$ cat src/sv/vzd_pkg.sv
// shared types and constants for the varint zigzag decoder
package vzd_pkg;

    localparam int unsigned MAX_VARINT_BYTES = 10;
    localparam logic [3:0] LAST_POS = 4'(MAX_VARINT_BYTES - 1);
    localparam logic [3:0] LIMIT_RESET = 4'(MAX_VARINT_BYTES);

    typedef enum logic [2:0] {
        ST_OK        = 3'd0,
        ST_OVER_LIM  = 3'd1,
        ST_TENTH_OVF = 3'd2,
        ST_OVERLONG  = 3'd3,
        ST_TRUNC     = 3'd4
    } status_t;

    typedef struct packed {
        logic [7:0] stream_byte;
        logic       mode;
        logic       stream_end;
    } item_t;

    typedef struct packed {
        logic        emit;
        logic [63:0] value;
        status_t     status;
    } result_t;

endpackage

$ cat src/sv/varint_zigzag_decoder_core.sv
// top level: leb128 varint decoder with zigzag mode and apb limit register
// datapath: a byte beat is registered, decoded, and its result registered in the result register that drives m_tvalid
// throughput: one byte beat per cycle, set by the single decode pass between input and result
// registers; the input register stalls only while a result waits in the result register
// reset: synchronous active-low aresetn clears decode state, valid flags and sets the limit to 10
module varint_zigzag_decoder_core
    import vzd_pkg::*;
(
    input  logic        aclk,
    input  logic        aresetn,
    input  logic        s_tvalid,
    output logic        s_tready,
    input  logic [7:0]  s_tdata,   // stream_byte
    input  logic        s_tuser,   // mode
    input  logic        s_tlast,   // stream_end
    output logic        m_tvalid,
    input  logic        m_tready,
    output logic [63:0] m_tdata,   // decoded_value
    output logic [2:0]  m_tuser,   // status
    input  logic        psel,
    input  logic        penable,
    input  logic        pwrite,
    input  logic [2:0]  paddr,
    input  logic [31:0] pwdata,
    output logic [31:0] prdata,
    output logic        pready
);

    logic        in_valid_reg;
    item_t       in_item_reg;
    logic        out_valid_reg;
    logic [63:0] out_value_reg;
    status_t     out_status_reg;

    logic        out_free;
    logic        advance;
    logic [3:0]  limit;
    result_t     res;

    vzd_cfg u_cfg (
        .aclk    (aclk),
        .aresetn (aresetn),
        .psel    (psel),
        .penable (penable),
        .pwrite  (pwrite),
        .paddr   (paddr),
        .pwdata  (pwdata),
        .prdata  (prdata),
        .pready  (pready),
        .limit   (limit)
    );

    vzd_decode u_decode (
        .aclk    (aclk),
        .aresetn (aresetn),
        .advance (advance),
        .item    (in_item_reg),
        .limit   (limit),
        .res     (res)
    );

    assign out_free = !out_valid_reg || m_tready;
    assign advance  = in_valid_reg && (!res.emit || out_free);
    assign s_tready = !in_valid_reg || advance;

    always_ff @(posedge aclk) begin
        if (!aresetn) begin
            in_valid_reg  <= 1'b0;
            out_valid_reg <= 1'b0;
        end else begin
            if (s_tready) begin
                in_valid_reg <= s_tvalid;
            end
            if (advance && res.emit) begin
                out_valid_reg <= 1'b1;
            end else if (m_tready) begin
                out_valid_reg <= 1'b0;
            end
        end
    end

    always_ff @(posedge aclk) begin
        if (s_tvalid && s_tready) begin
            in_item_reg.stream_byte <= s_tdata;
            in_item_reg.mode        <= s_tuser;
            in_item_reg.stream_end  <= s_tlast;
        end
        if (advance && res.emit) begin
            out_value_reg  <= res.value;
            out_status_reg <= res.status;
        end
    end

    assign m_tvalid = out_valid_reg;
    assign m_tdata  = out_value_reg;
    assign m_tuser  = out_status_reg;

endmodule

$ cat src/sv/vzd_cfg.sv
// apb register block holding the field byte limit
module vzd_cfg
    import vzd_pkg::*;
(
    input  logic        aclk,
    input  logic        aresetn,
    input  logic        psel,
    input  logic        penable,
    input  logic        pwrite,
    input  logic [2:0]  paddr,
    input  logic [31:0] pwdata,
    output logic [31:0] prdata,
    output logic        pready,
    output logic [3:0]  limit
);

    logic [3:0] max_field_bytes_reg;
    logic       sel_reg0;

    assign pready   = 1'b1;
    assign sel_reg0 = (paddr[2] == 1'b0);

    always_ff @(posedge aclk) begin
        if (!aresetn) begin
            max_field_bytes_reg <= LIMIT_RESET;
        end else if (psel && penable && pwrite && pready && sel_reg0) begin
            max_field_bytes_reg <= pwdata[3:0];
        end
    end

    assign prdata = sel_reg0 ? {28'd0, max_field_bytes_reg} : 32'd0;

    // values above the varint length behave as the varint length
    assign limit = (max_field_bytes_reg > LIMIT_RESET) ? LIMIT_RESET : max_field_bytes_reg;

endmodule

$ cat src/sv/vzd_decode.sv
// decode state and single-pass byte decode logic
module vzd_decode
    import vzd_pkg::*;
(
    input  logic       aclk,
    input  logic       aresetn,
    input  logic       advance,
    input  item_t      item,
    input  logic [3:0] limit,
    output result_t    res
);

    logic [63:0] acc_reg, acc_next;
    logic [3:0]  pos_reg, pos_next;
    logic        mode_reg, mode_next;

    logic [3:0]  pos_c;
    logic [4:0]  pos_p1;
    logic [4:0]  pos_p2;
    logic [5:0]  shamt;
    logic [63:0] merged;
    logic        eff_mode;

    always_comb begin
        pos_c    = (pos_reg > LAST_POS) ? LAST_POS : pos_reg;
        pos_p1   = 5'(pos_c) + 5'd1;
        pos_p2   = 5'(pos_c) + 5'd2;
        shamt    = 6'(pos_c) * 6'd7;
        merged   = acc_reg | (64'(item.stream_byte[6:0]) << shamt);
        eff_mode = (pos_c == 4'd0) ? item.mode : mode_reg;

        res.emit   = 1'b0;
        res.value  = 64'd0;
        res.status = ST_OK;
        acc_next   = acc_reg;
        pos_next   = pos_reg;
        mode_next  = mode_reg;

        if (item.stream_end) begin
            if (pos_c != 4'd0) begin
                res.emit   = 1'b1;
                res.status = ST_TRUNC;
            end
        end else if (pos_p1 > 5'(limit)) begin
            res.emit   = 1'b1;
            res.status = ST_OVER_LIM;
        end else if (pos_c == LAST_POS && item.stream_byte[7:1] != 7'd0) begin
            res.emit   = 1'b1;
            res.status = ST_TENTH_OVF;
        end else if (!item.stream_byte[7]) begin
            res.emit = 1'b1;
            if (pos_c != 4'd0 && item.stream_byte[6:0] == 7'd0) begin
                res.status = ST_OVERLONG;
            end else if (eff_mode) begin
                res.value = (merged >> 1) ^ {64{merged[0]}};
            end else begin
                res.value = merged;
            end
        end else if (pos_p2 > 5'(limit)) begin
            res.emit   = 1'b1;
            res.status = ST_OVER_LIM;
        end else begin
            acc_next  = merged;
            pos_next  = pos_p1[3:0];
            mode_next = eff_mode;
        end

        if (res.emit) begin
            acc_next  = 64'd0;
            pos_next  = 4'd0;
            mode_next = 1'b0;
        end
    end

    always_ff @(posedge aclk) begin
        if (!aresetn) begin
            acc_reg  <= 64'd0;
            pos_reg  <= 4'd0;
            mode_reg <= 1'b0;
        end else if (advance) begin
            acc_reg  <= acc_next;
            pos_reg  <= pos_next;
            mode_reg <= mode_next;
        end
    end

endmodule

$ cat config.mk
export PLATFORM = sky130hd
export DESIGN_NAME = varint_zigzag_decoder_core
export DESIGN_NICKNAME = d
export VERILOG_FILES = /design/src/sv/vzd_pkg.sv /design/src/sv/varint_zigzag_decoder_core.sv /design/src/sv/vzd_cfg.sv /design/src/sv/vzd_decode.sv
export SDC_FILE = /design/constraint.sdc
export NUM_CORES = 1
export LEC_CHECK = 0
export BUFFER_PORTS_ARGS = -buffer_cell sky130_fd_sc_hd__buf_2
export CORE_ASPECT_RATIO = 0.6
export CORE_MARGIN = 2
export CORE_UTILIZATION = 40
export CTS_BUF_LIST = sky130_fd_sc_hd__clkbuf_16
export DETAILED_ROUTE_END_ITERATION = 10
export PLACE_DENSITY = 0.67
export SYNTH_ARGS = -nofsm -noshare
export SYNTH_HDL_FRONTEND = slang
export SYNTH_SLANG_ARGS = --single-unit
$ cat constraint.sdc
create_clock -name aclk -period 5.11 [get_ports aclk]
set_input_delay 0.511 -clock aclk [delete_from_list [all_inputs] [get_ports aclk]]
set_output_delay 0.511 -clock aclk [all_outputs]
set_load 0.05 [all_outputs]
==> impl_summary.log, run 1 <==
INFO  metric run_status = complete, no violations
INFO  metric ctsHoldBuffers = 0
INFO  metric drt_first_iter_violations = 1,520
INFO  metric num-nets-final = 1,191
INFO  metric synth_enable_flop_cells = 77
INFO  metric die_area = 0.0250 mm^2
INFO  metric synth.yosys.seq_area_share = 0.402
INFO  metric dp_hpwl = 22,700 um
INFO  metric placeableCoreArea = 0.0232 mm^2
INFO  metric finalInstanceArea = 0.0110 mm^2
INFO  metric worst-endpoint-required = 5.36 ns
INFO  metric cts_tree = built
INFO  metric powerDensity = 272 mW/mm^2
INFO  metric actual_slew_at_the_worst_max_slew_pin = 1.25 ns
INFO  metric synth-main-ff-cell = edfxtp_1
INFO  metric hold_viol_final = 0
INFO  metric fmax = 0.215 GHz
INFO  metric vias = 9,097
INFO  metric setup.worst_path.end_class = flop
INFO  metric grt_pass1_vias = 7,886
INFO  metric postSynthAreaPerCell = 9.25 um^2
INFO  metric antenna_found_initial = 0
INFO  metric syn-instance-count = 1,026
INFO  metric clock_insertion_delay_worst_skew = 0.45 ns
INFO  metric count_of_h_tree_levels_built_during_cts = 4
INFO  metric synthMuxAreaShare = 0.0204
INFO  metric synth-simple-area-share = 0.181
INFO  metric postPlaceCellArea = 0.0104 mm^2
INFO  metric postCtsResizedCells = 0
INFO  metric setup_violations = 0
INFO  metric post_cts.repair.setup_buffers = 0
INFO  metric worstHoldPathType = in2reg
INFO  metric postSynthRegisterBits = 152
INFO  metric gpl.final_weighted_congestion = 0.997
INFO  metric worstPathCellList = nor2b_1, inv_1, fa_1, inv_1, ha_1, a211oi_2, o21ai_1, buf_4, a211oi_4, buf_4, nor2_4, or3_1, a21oi_1
INFO  metric numCtsBuffers = 17
INFO  metric synth_area_in_compound_gates = 0.291
INFO  metric setup-tns-final = 0 ns
INFO  metric cts.path.max_buffers = 2
INFO  metric drc = 0
INFO  metric synth_area = 0.00949 mm^2
INFO  metric pin_count_of_the_biggest_net_entering_global_routing = 53
INFO  metric postRouteAntennaNets = 0
INFO  metric critical_path_class = reg2reg
INFO  metric worst_path_largest_cell_delay = 0.52 ns
INFO  metric number_of_instances_in_the_placed_design = 1,418
INFO  metric critPathTopFamily = compound AO/OA/AOI/OAI gates
INFO  metric synth_to_final_area_change = 15.8%
INFO  metric final_min_period_over_clock_period = 0.910
INFO  metric overflow = 0
INFO  metric fin_crit = 4.65 ns
INFO  metric global_route_wire_length_before_repair = 48,300 um
INFO  metric antennaDiodeCount = 0
INFO  metric numClockSinks = 152
INFO  metric layout_cell_share_with_drive_strength_beyond_1 = 0.202
INFO  metric synth_top_family_by_area = compound AO/OA/AOI/OAI gates
INFO  metric timing.critical_path.slowest_stage_cell = o21ai_1
INFO  metric ir_worst_vdd = 0.239 mV
INFO  metric clk_pin_slew_worst_paths = 0.06 ns
INFO  metric post_synthesis_xor_xnor_area_fraction = 0.00738
INFO  metric route.final.wire_length = 32,000 um
INFO  metric groute.usage.overall = 0.258
INFO  metric start_util = 0.409
INFO  metric worst_ep_arrival_time = 4.90 ns
INFO  metric num_rows = 43
INFO  metric worst_setup_path_start_kind = flop
INFO  metric synth_async_sr_flop_share = 0
INFO  metric clock-skew-final = 0.0120 ns
INFO  metric floorplan.die.width = 203 um
INFO  metric avgViaCountPerCell = 6.27
INFO  metric slew_headroom = 0.163
INFO  metric synth_adder_area_share = 0.0248
INFO  metric cap_violations = 0
INFO  metric rsz_0062_raised_after_global_routing = no
INFO  metric crit_fanout = 14
INFO  metric cts.root.buffer_cell = clkbuf_16
INFO  metric dr.pass1.iters = 7
INFO  metric post_drt_wl_per_cell = 22.1 um
INFO  metric cp_num_buf_inv = 4
INFO  metric floorplan.die.height = 123 um
INFO  metric portBuffers = 94
INFO  metric ys_types = 95
INFO  metric yosys_warnings = 0
INFO  metric cellLeakagePower = 4.08 nW
INFO  metric final_max_slew_viol_count = 0
INFO  metric final-instance-count-excl-fill = 1,450
INFO  metric design.portCount = 154
-- power by group --
group / switching [mW] / internal (mW)
Sequential: 0.0119 / 1.31
Clock: 0.535 / 0.693
Combinational: 0.324 / 0.118
Total: 0.871 / 2.12
-- routing by layer --
| metal | vias to the layer above | GRT usage | share of wire |
|---|---|---|---|
| li1 | 4110 | - | - |
| met1 | 4316 | 0.404 | 0.46 |
| met2 | 627 | 0.334 | 0.38 |
| met3 | 44 | 0.0807 | 0.15 |
| met4 | 0 | 0.0611 | 0.013 |
| met5 | - | 0 | 0 |
-- placed cells by master (no fill, tap or decap), drive strengths merged, types with 8 or more instances in the layout --
cell type / instances
o21ai: 63
nor4: 19
dfxtp: 75
and3: 8
a32oi: 9
a31oi: 13
buf: 157
o211ai: 9
a21oi: 66
inv: 35
and2: 8
o21a: 15
o31ai: 15
a211oi: 40
a22o: 13
a221o: 11
clkbuf: 18
nor2: 65
conb: 29
edfxtp: 77
nand3: 32
nand2: 57
or3: 14
a22oi: 15
nor3: 47
o211a: 9
mux2i: 16
nor2b: 36
ha: 14
a221oi: 8
-- metrics by stage --
step | util | setup slack, ns | power (mW) | hold slack [ns]
final | 0.474 | 0.460 | 2.99 | 0.241
after floorplan | - | 0.718 | 1.66 | 0.424
after global placement | 0.450 | 0.721 | 1.77 | 0.439
after detailed placement | 0.450 | 0.654 | 1.77 | 0.453
after global routing | 0.474 | 0.198 | 3.07 | 0.239
after CTS | 0.474 | 0.598 | 2.99 | 0.226
-- layout make-up --
type	instances	area, um^2
timing repair buffer	157	1010
multi-input combinational	766	5110
sequential	152	3810
tap	315	394
clock buffer	18	450
clock inverter	14	111
inverter	28	105
fill	2194	12200
-- worst paths after layout --
path	slack (ns)	cells past startpoint	end	from
worst max-delay path	0.46	13	m_tdata[27]$_SDFFCE_PP0P_	u_decode.pos_reg[1]$_SDFFE_PN0P_
worst min-delay path	0.24	1	in_item_reg[9]$_DFFE_PP_	s_tdata[7]
worst max register to register	0.46	13	m_tdata[27]$_SDFFCE_PP0P_	u_decode.pos_reg[1]$_SDFFE_PN0P_
worst min register to register	0.47	1	u_decode.acc_reg[37]$_SDFFE_PN0P_	u_decode.acc_reg[37]$_SDFFE_PN0P_
-- logic make-up after synthesis --
| logic type | after synthesis |
|---|---|
| compound gates | 371 |
| simple gates | 322 |
| flops | 152 |
| buf+inv | 135 |
| mux | 19 |
| fa+ha+maj | 17 |
| xor+xnor | 8 |
| other cells | 2 |
-- Yosys cell counts (all sizes together) (16+ instances only) --
cell type / number / area, um^2
nand2: 57 / 214
dfxtp: 75 / 1500
nor2: 65 / 256
nand3: 32 / 165
clkbuf: 41 / 154
edfxtp: 77 / 2310
mux2i: 16 / 160
nor4: 19 / 146
buf: 66 / 435
inv: 27 / 101
o21ai: 63 / 319
nor2b: 36 / 225
a211oi: 40 / 318
nor3: 47 / 235
a21oi: 66 / 330
Note: power is estimated with default switching activity, not from simulation.
==> run 2, diff against run 1 <==
--- a/config.mk
+++ b/config.mk
@@ -5,13 +5,14 @@
 export SDC_FILE = /design/constraint.sdc
 export NUM_CORES = 1
 export LEC_CHECK = 0
+export ABC_AREA = 1
 export BUFFER_PORTS_ARGS = -buffer_cell sky130_fd_sc_hd__buf_2
 export CORE_ASPECT_RATIO = 0.6
 export CORE_MARGIN = 2
-export CORE_UTILIZATION = 40
+export CORE_UTILIZATION = 45
 export CTS_BUF_LIST = sky130_fd_sc_hd__clkbuf_16
 export DETAILED_ROUTE_END_ITERATION = 10
-export PLACE_DENSITY = 0.67
+export PLACE_DENSITY = 0.73
 export SYNTH_ARGS = -nofsm -noshare
 export SYNTH_HDL_FRONTEND = slang
 export SYNTH_SLANG_ARGS = --single-unit
==> run 2 against run 1 <==
Compared with the run above: total power shrank 3.6%; cell count rose by 10%; clock power down 3%; first-iteration DRC count is 39% lower; largest cell class unchanged; largest power group unchanged; highest routed layer unchanged.
==> impl_summary.log, run 2 <==
INFO  metric cellLeakagePower = 4.52 nW (+11%)
INFO  metric overflow = 0 (unchanged)
INFO  metric slew_headroom = 0.351 (+0.188)
INFO  metric dp_hpwl = 16,800 um (-26%)
INFO  metric hold_viol_final = 0 (unchanged)
INFO  metric drc = 0 (unchanged)
INFO  metric cts.root.buffer_cell = clkbuf_16
INFO  metric ys_top_cells_by_count = nand2_1 (437), inv_1 (139), nand3_1 (129)
INFO  metric final_min_period_over_clock_period = 0.878 (-0.0323)
INFO  metric cts.path.max_buffers = 2 (unchanged)
INFO  metric worst-endpoint-required = 5.30 ns (-0.06 ns)
INFO  metric synthDominantAreaCellType = edfxtp_1
INFO  metric fmax = 0.223 GHz (+3.7%)
INFO  metric ir_worst_vdd = 0.215 mV (-10%)
INFO  metric design.portCount = 154 (unchanged)
INFO  metric yosys.cell_count.top_type = nand2_1
INFO  metric numClockSinks = 152 (unchanged)
INFO  metric antenna_found_initial = 0 (unchanged)
INFO  metric sequentialPowerShare = 0.456 (+0.015)
INFO  metric hold_path_cells = 1 (unchanged)
INFO  metric worst_setup_path_start_kind = flop
INFO  metric postRouteAntennaNets = 0 (unchanged)
INFO  metric synth_area = 0.00893 mm^2 (-5.9%)
INFO  metric synth_enable_flop_cells = 77 (unchanged)
INFO  metric synth_async_sr_flop_share = 0 (unchanged)
INFO  metric actual_slew_at_the_worst_max_slew_pin = 0.970 ns (-0.277 ns)
INFO  metric timing.reg2reg.setup_slack = 0.63 ns (+0.16 ns)
INFO  metric finalWorstSetupSlack = 0.625 ns (+0.165 ns)
INFO  metric clk_pin_slew_worst_paths = 0.06 ns (about the same)
INFO  metric drt_first_iter_violations = 930 (-39%)
INFO  metric worst_ep_arrival_time = 4.67 ns (-0.23 ns)
INFO  metric powerDensity = 287 mW/mm^2 (+5.6%)
INFO  metric comb_power_share = 0.131 (-0.017)
INFO  metric synth_to_final_area_change = 12.4%
INFO  metric antennaDiodeCount = 0 (unchanged)
INFO  metric setup.worst_path.end_class = flop
INFO  metric rr_endpoint = m_tdata[12]$_SDFFCE_PP0P_
INFO  metric setup-tns-final = 0 ns (unchanged)
INFO  metric hold-worst-slack = 0.248 ns (+0.00740 ns)
INFO  metric dr.pass1.iters = 6 (-1)
INFO  metric start_util = 0.464 (+0.0551)
INFO  metric mostFrequentLayoutCells = nand2_1 (437), inv_1 (140), nand3_1 (129)
INFO  metric num_rows = 39 (-9.3%)
INFO  metric syn-instance-count = 1,255 (+22%)
INFO  metric layout_cell_share_with_drive_strength_beyond_1 = 0.131 (-0.0708)
INFO  metric clockPowerShare = 0.412 (about the same)
INFO  metric rsz_0062_raised_after_global_routing = no
INFO  metric postSynthRegisterBits = 152 (unchanged)
INFO  metric p_sw_frac = 0.290 (-0.00148)
INFO  metric synth_largest_type_area_fraction = 0.259 (+0.0153)
INFO  metric run_status = complete, no violations
INFO  metric clock-skew-final = 0.00880 ns (-0.00319 ns)
INFO  metric groute.usage.overall = 0.241 (-0.0174)
INFO  metric numCtsBuffers = 17 (unchanged)
INFO  metric mostFrequentLayoutCell = nand2_1
INFO  metric clock_insertion_delay_worst_skew = 0.44 ns (about the same)
INFO  metric yosys_warnings = 0 (unchanged)
INFO  metric post_drt_wl_per_cell = 15.3 um (-31%)
INFO  metric die_area = 0.0210 mm^2 (-16%)
INFO  metric fin_crit = 4.48 ns (-0.165 ns)
INFO  metric synth-main-ff-cell = edfxtp_1
INFO  metric cts_tree = built
INFO  metric cap_violations = 0 (unchanged)
INFO  metric synth.yosys.seq_area_share = 0.427 (+0.0253)
INFO  metric floorplan.die.width = 186 um (-8.4%)
INFO  metric critical_path_class = reg2reg
INFO  metric portBuffers = 94 (unchanged)
INFO  metric internal_power = 2.04 mW (-3.4%)
INFO  metric postCtsResizedCells = 0 (unchanged)
INFO  metric worstHoldPathType = in2reg
INFO  metric setup_violations = 0 (unchanged)
INFO  metric timing.critical_path.to = m_tdata[12]$_SDFFCE_PP0P_
INFO  metric crit_fanout = 27 (+13)
INFO  metric placeableCoreArea = 0.0192 mm^2 (-17%)
INFO  metric grt_pass1_vias = 7,370 (-6.5%)
INFO  metric global_route_wire_length_before_repair = 39,000 um (-19%)
INFO  metric post-place-ws = 0.688 ns (+0.0344 ns)
INFO  metric synth.area.top_cells = edfxtp_1 (26%), nand2_1 (18%), dfxtp_1 (17%)
INFO  metric num-nets-final = 1,392 (+17%)
INFO  metric ctsHoldBuffers = 0 (unchanged)
INFO  metric vias = 8,297 (-8.8%)
INFO  metric final_max_slew_viol_count = 0 (unchanged)
INFO  metric p_sw = 0.835 mW (-4.1%)
INFO  metric avgViaCountPerCell = 5.18 (-17%)
INFO  metric count_of_h_tree_levels_built_during_cts = 4 (unchanged)
INFO  metric route.final.wire_length = 24,600 um (-23%)
INFO  metric ys_types = 38 (-60%)
INFO  metric postSynthAreaPerCell = 7.11 um^2 (-23%)
INFO  metric gpl.final_weighted_congestion = 0.958 (-3.9%)
INFO  metric floorplan.die.height = 113 um (-8.3%)
INFO  metric pin_count_of_the_biggest_net_entering_global_routing = 70 (+32%)
INFO  metric timing.reg2reg.worst_path_depth = 15 (+2)
INFO  metric setup.worst_path.start = u_decode.pos_reg[0]$_SDFFE_PN0P_
INFO  metric post_cts.repair.setup_buffers = 0 (unchanged)
INFO  metric r2r_start = u_decode.pos_reg[0]$_SDFFE_PN0P_
## run 2: changes by cell type after synthesis, sizes merged, moves of 16 or more
cell,delta
nand2,+384
inv,+115
nand3,+108
nor3,-45
a211oi,-40
nor2b,-36
nand4,+33
a21oi,+31
o21ai,-29
nor4,-19
mux2i,-16
## run 2: logic make-up (layout without fill, tap and decap cells)
group	Yosys count	count (layout)	share of synthesized area
buf+inv	241	295	0.121
fa+ha+maj	17	17	0.0263
other cells	2	29	0.000841
simple gates	698	698	0.336
compound gates	141	141	0.0848
flops	152	152	0.427
xor+xnor	4	4	0.00393
## run 2: power groups by stage
stage	registers [mW]	logic, mW	clock network, mW
2_1_floorplan	1.40	0.246	0
3_3_place_gp	1.34	0.371	0
3_5_place_dp	1.34	0.373	0
4_1_cts	1.31	0.374	1.20
5_1_grt	1.32	0.409	1.25
6_report	1.31	0.378	1.19
## run 2: metal layers
layer | share of wire | global-route usage | vias up
met2 | 0.40 | 0.326 | 336
li1 | - | - | 4135
met5 | 0 | 0 | -
met3 | 0.099 | 0.0789 | 24
met4 | 0.0090 | 0.0541 | 0
met1 | 0.49 | 0.367 | 3802
## run 2: layout make-up
class | count | area (um^2)
fill | 1907 | 9190
multi-input combinational | 889 | 4160
sequential | 152 | 3810
timing repair buffer | 116 | 636
inverter | 147 | 552
clock buffer | 17 | 425
tap | 266 | 333
clock inverter | 15 | 114
## run 2: critical path: stages (launching register included)
cell and delay [ns]:
dfxtp_1 0.33, clkinv_1 0.30, nand2_4 0.32, inv_1 0.16, fa_1 0.50, inv_1 0.04
ha_1 0.22, fa_1 0.52, buf_4 0.30, nor2_2 0.09, nand3_2 0.12, nand2_4 0.09
nor2_2 0.20, clkinv_1 0.58, o21ai_0 0.38, nor2_1 0.08
## run 2: worst min path at each step
stage	slack (ns)	to	from
2_1_floorplan	0.44	u_decode.acc_reg[6]$_SDFFE_PN0P_	u_decode.acc_reg[6]$_SDFFE_PN0P_
3_3_place_gp	0.44	u_decode.acc_reg[12]$_SDFFE_PN0P_	u_decode.acc_reg[12]$_SDFFE_PN0P_
3_5_place_dp	0.45	u_decode.acc_reg[40]$_SDFFE_PN0P_	u_decode.acc_reg[40]$_SDFFE_PN0P_
4_1_cts	0.24	in_item_reg[4]$_DFFE_PP_	s_tdata[2]
5_1_grt	0.24	in_item_reg[3]$_DFFE_PP_	s_tdata[1]
6_report	0.25	in_item_reg[4]$_DFFE_PP_	s_tdata[2]
## run 2: stage by stage
| stage | cell area (um^2) | utilization | power (mW) | cells |
|---|---|---|---|---|
| after floorplan | 9030 | - | 1.64 | 1282 |
| after global placement | 9490 | 0.494 | 1.71 | 1570 |
| after detailed placement | 9490 | 0.494 | 1.71 | 1570 |
| after CTS | 10000 | 0.522 | 2.89 | 1602 |
| after global routing | 10000 | 0.522 | 2.97 | 1602 |
| final | 10000 | 0.522 | 2.88 | 1602 |
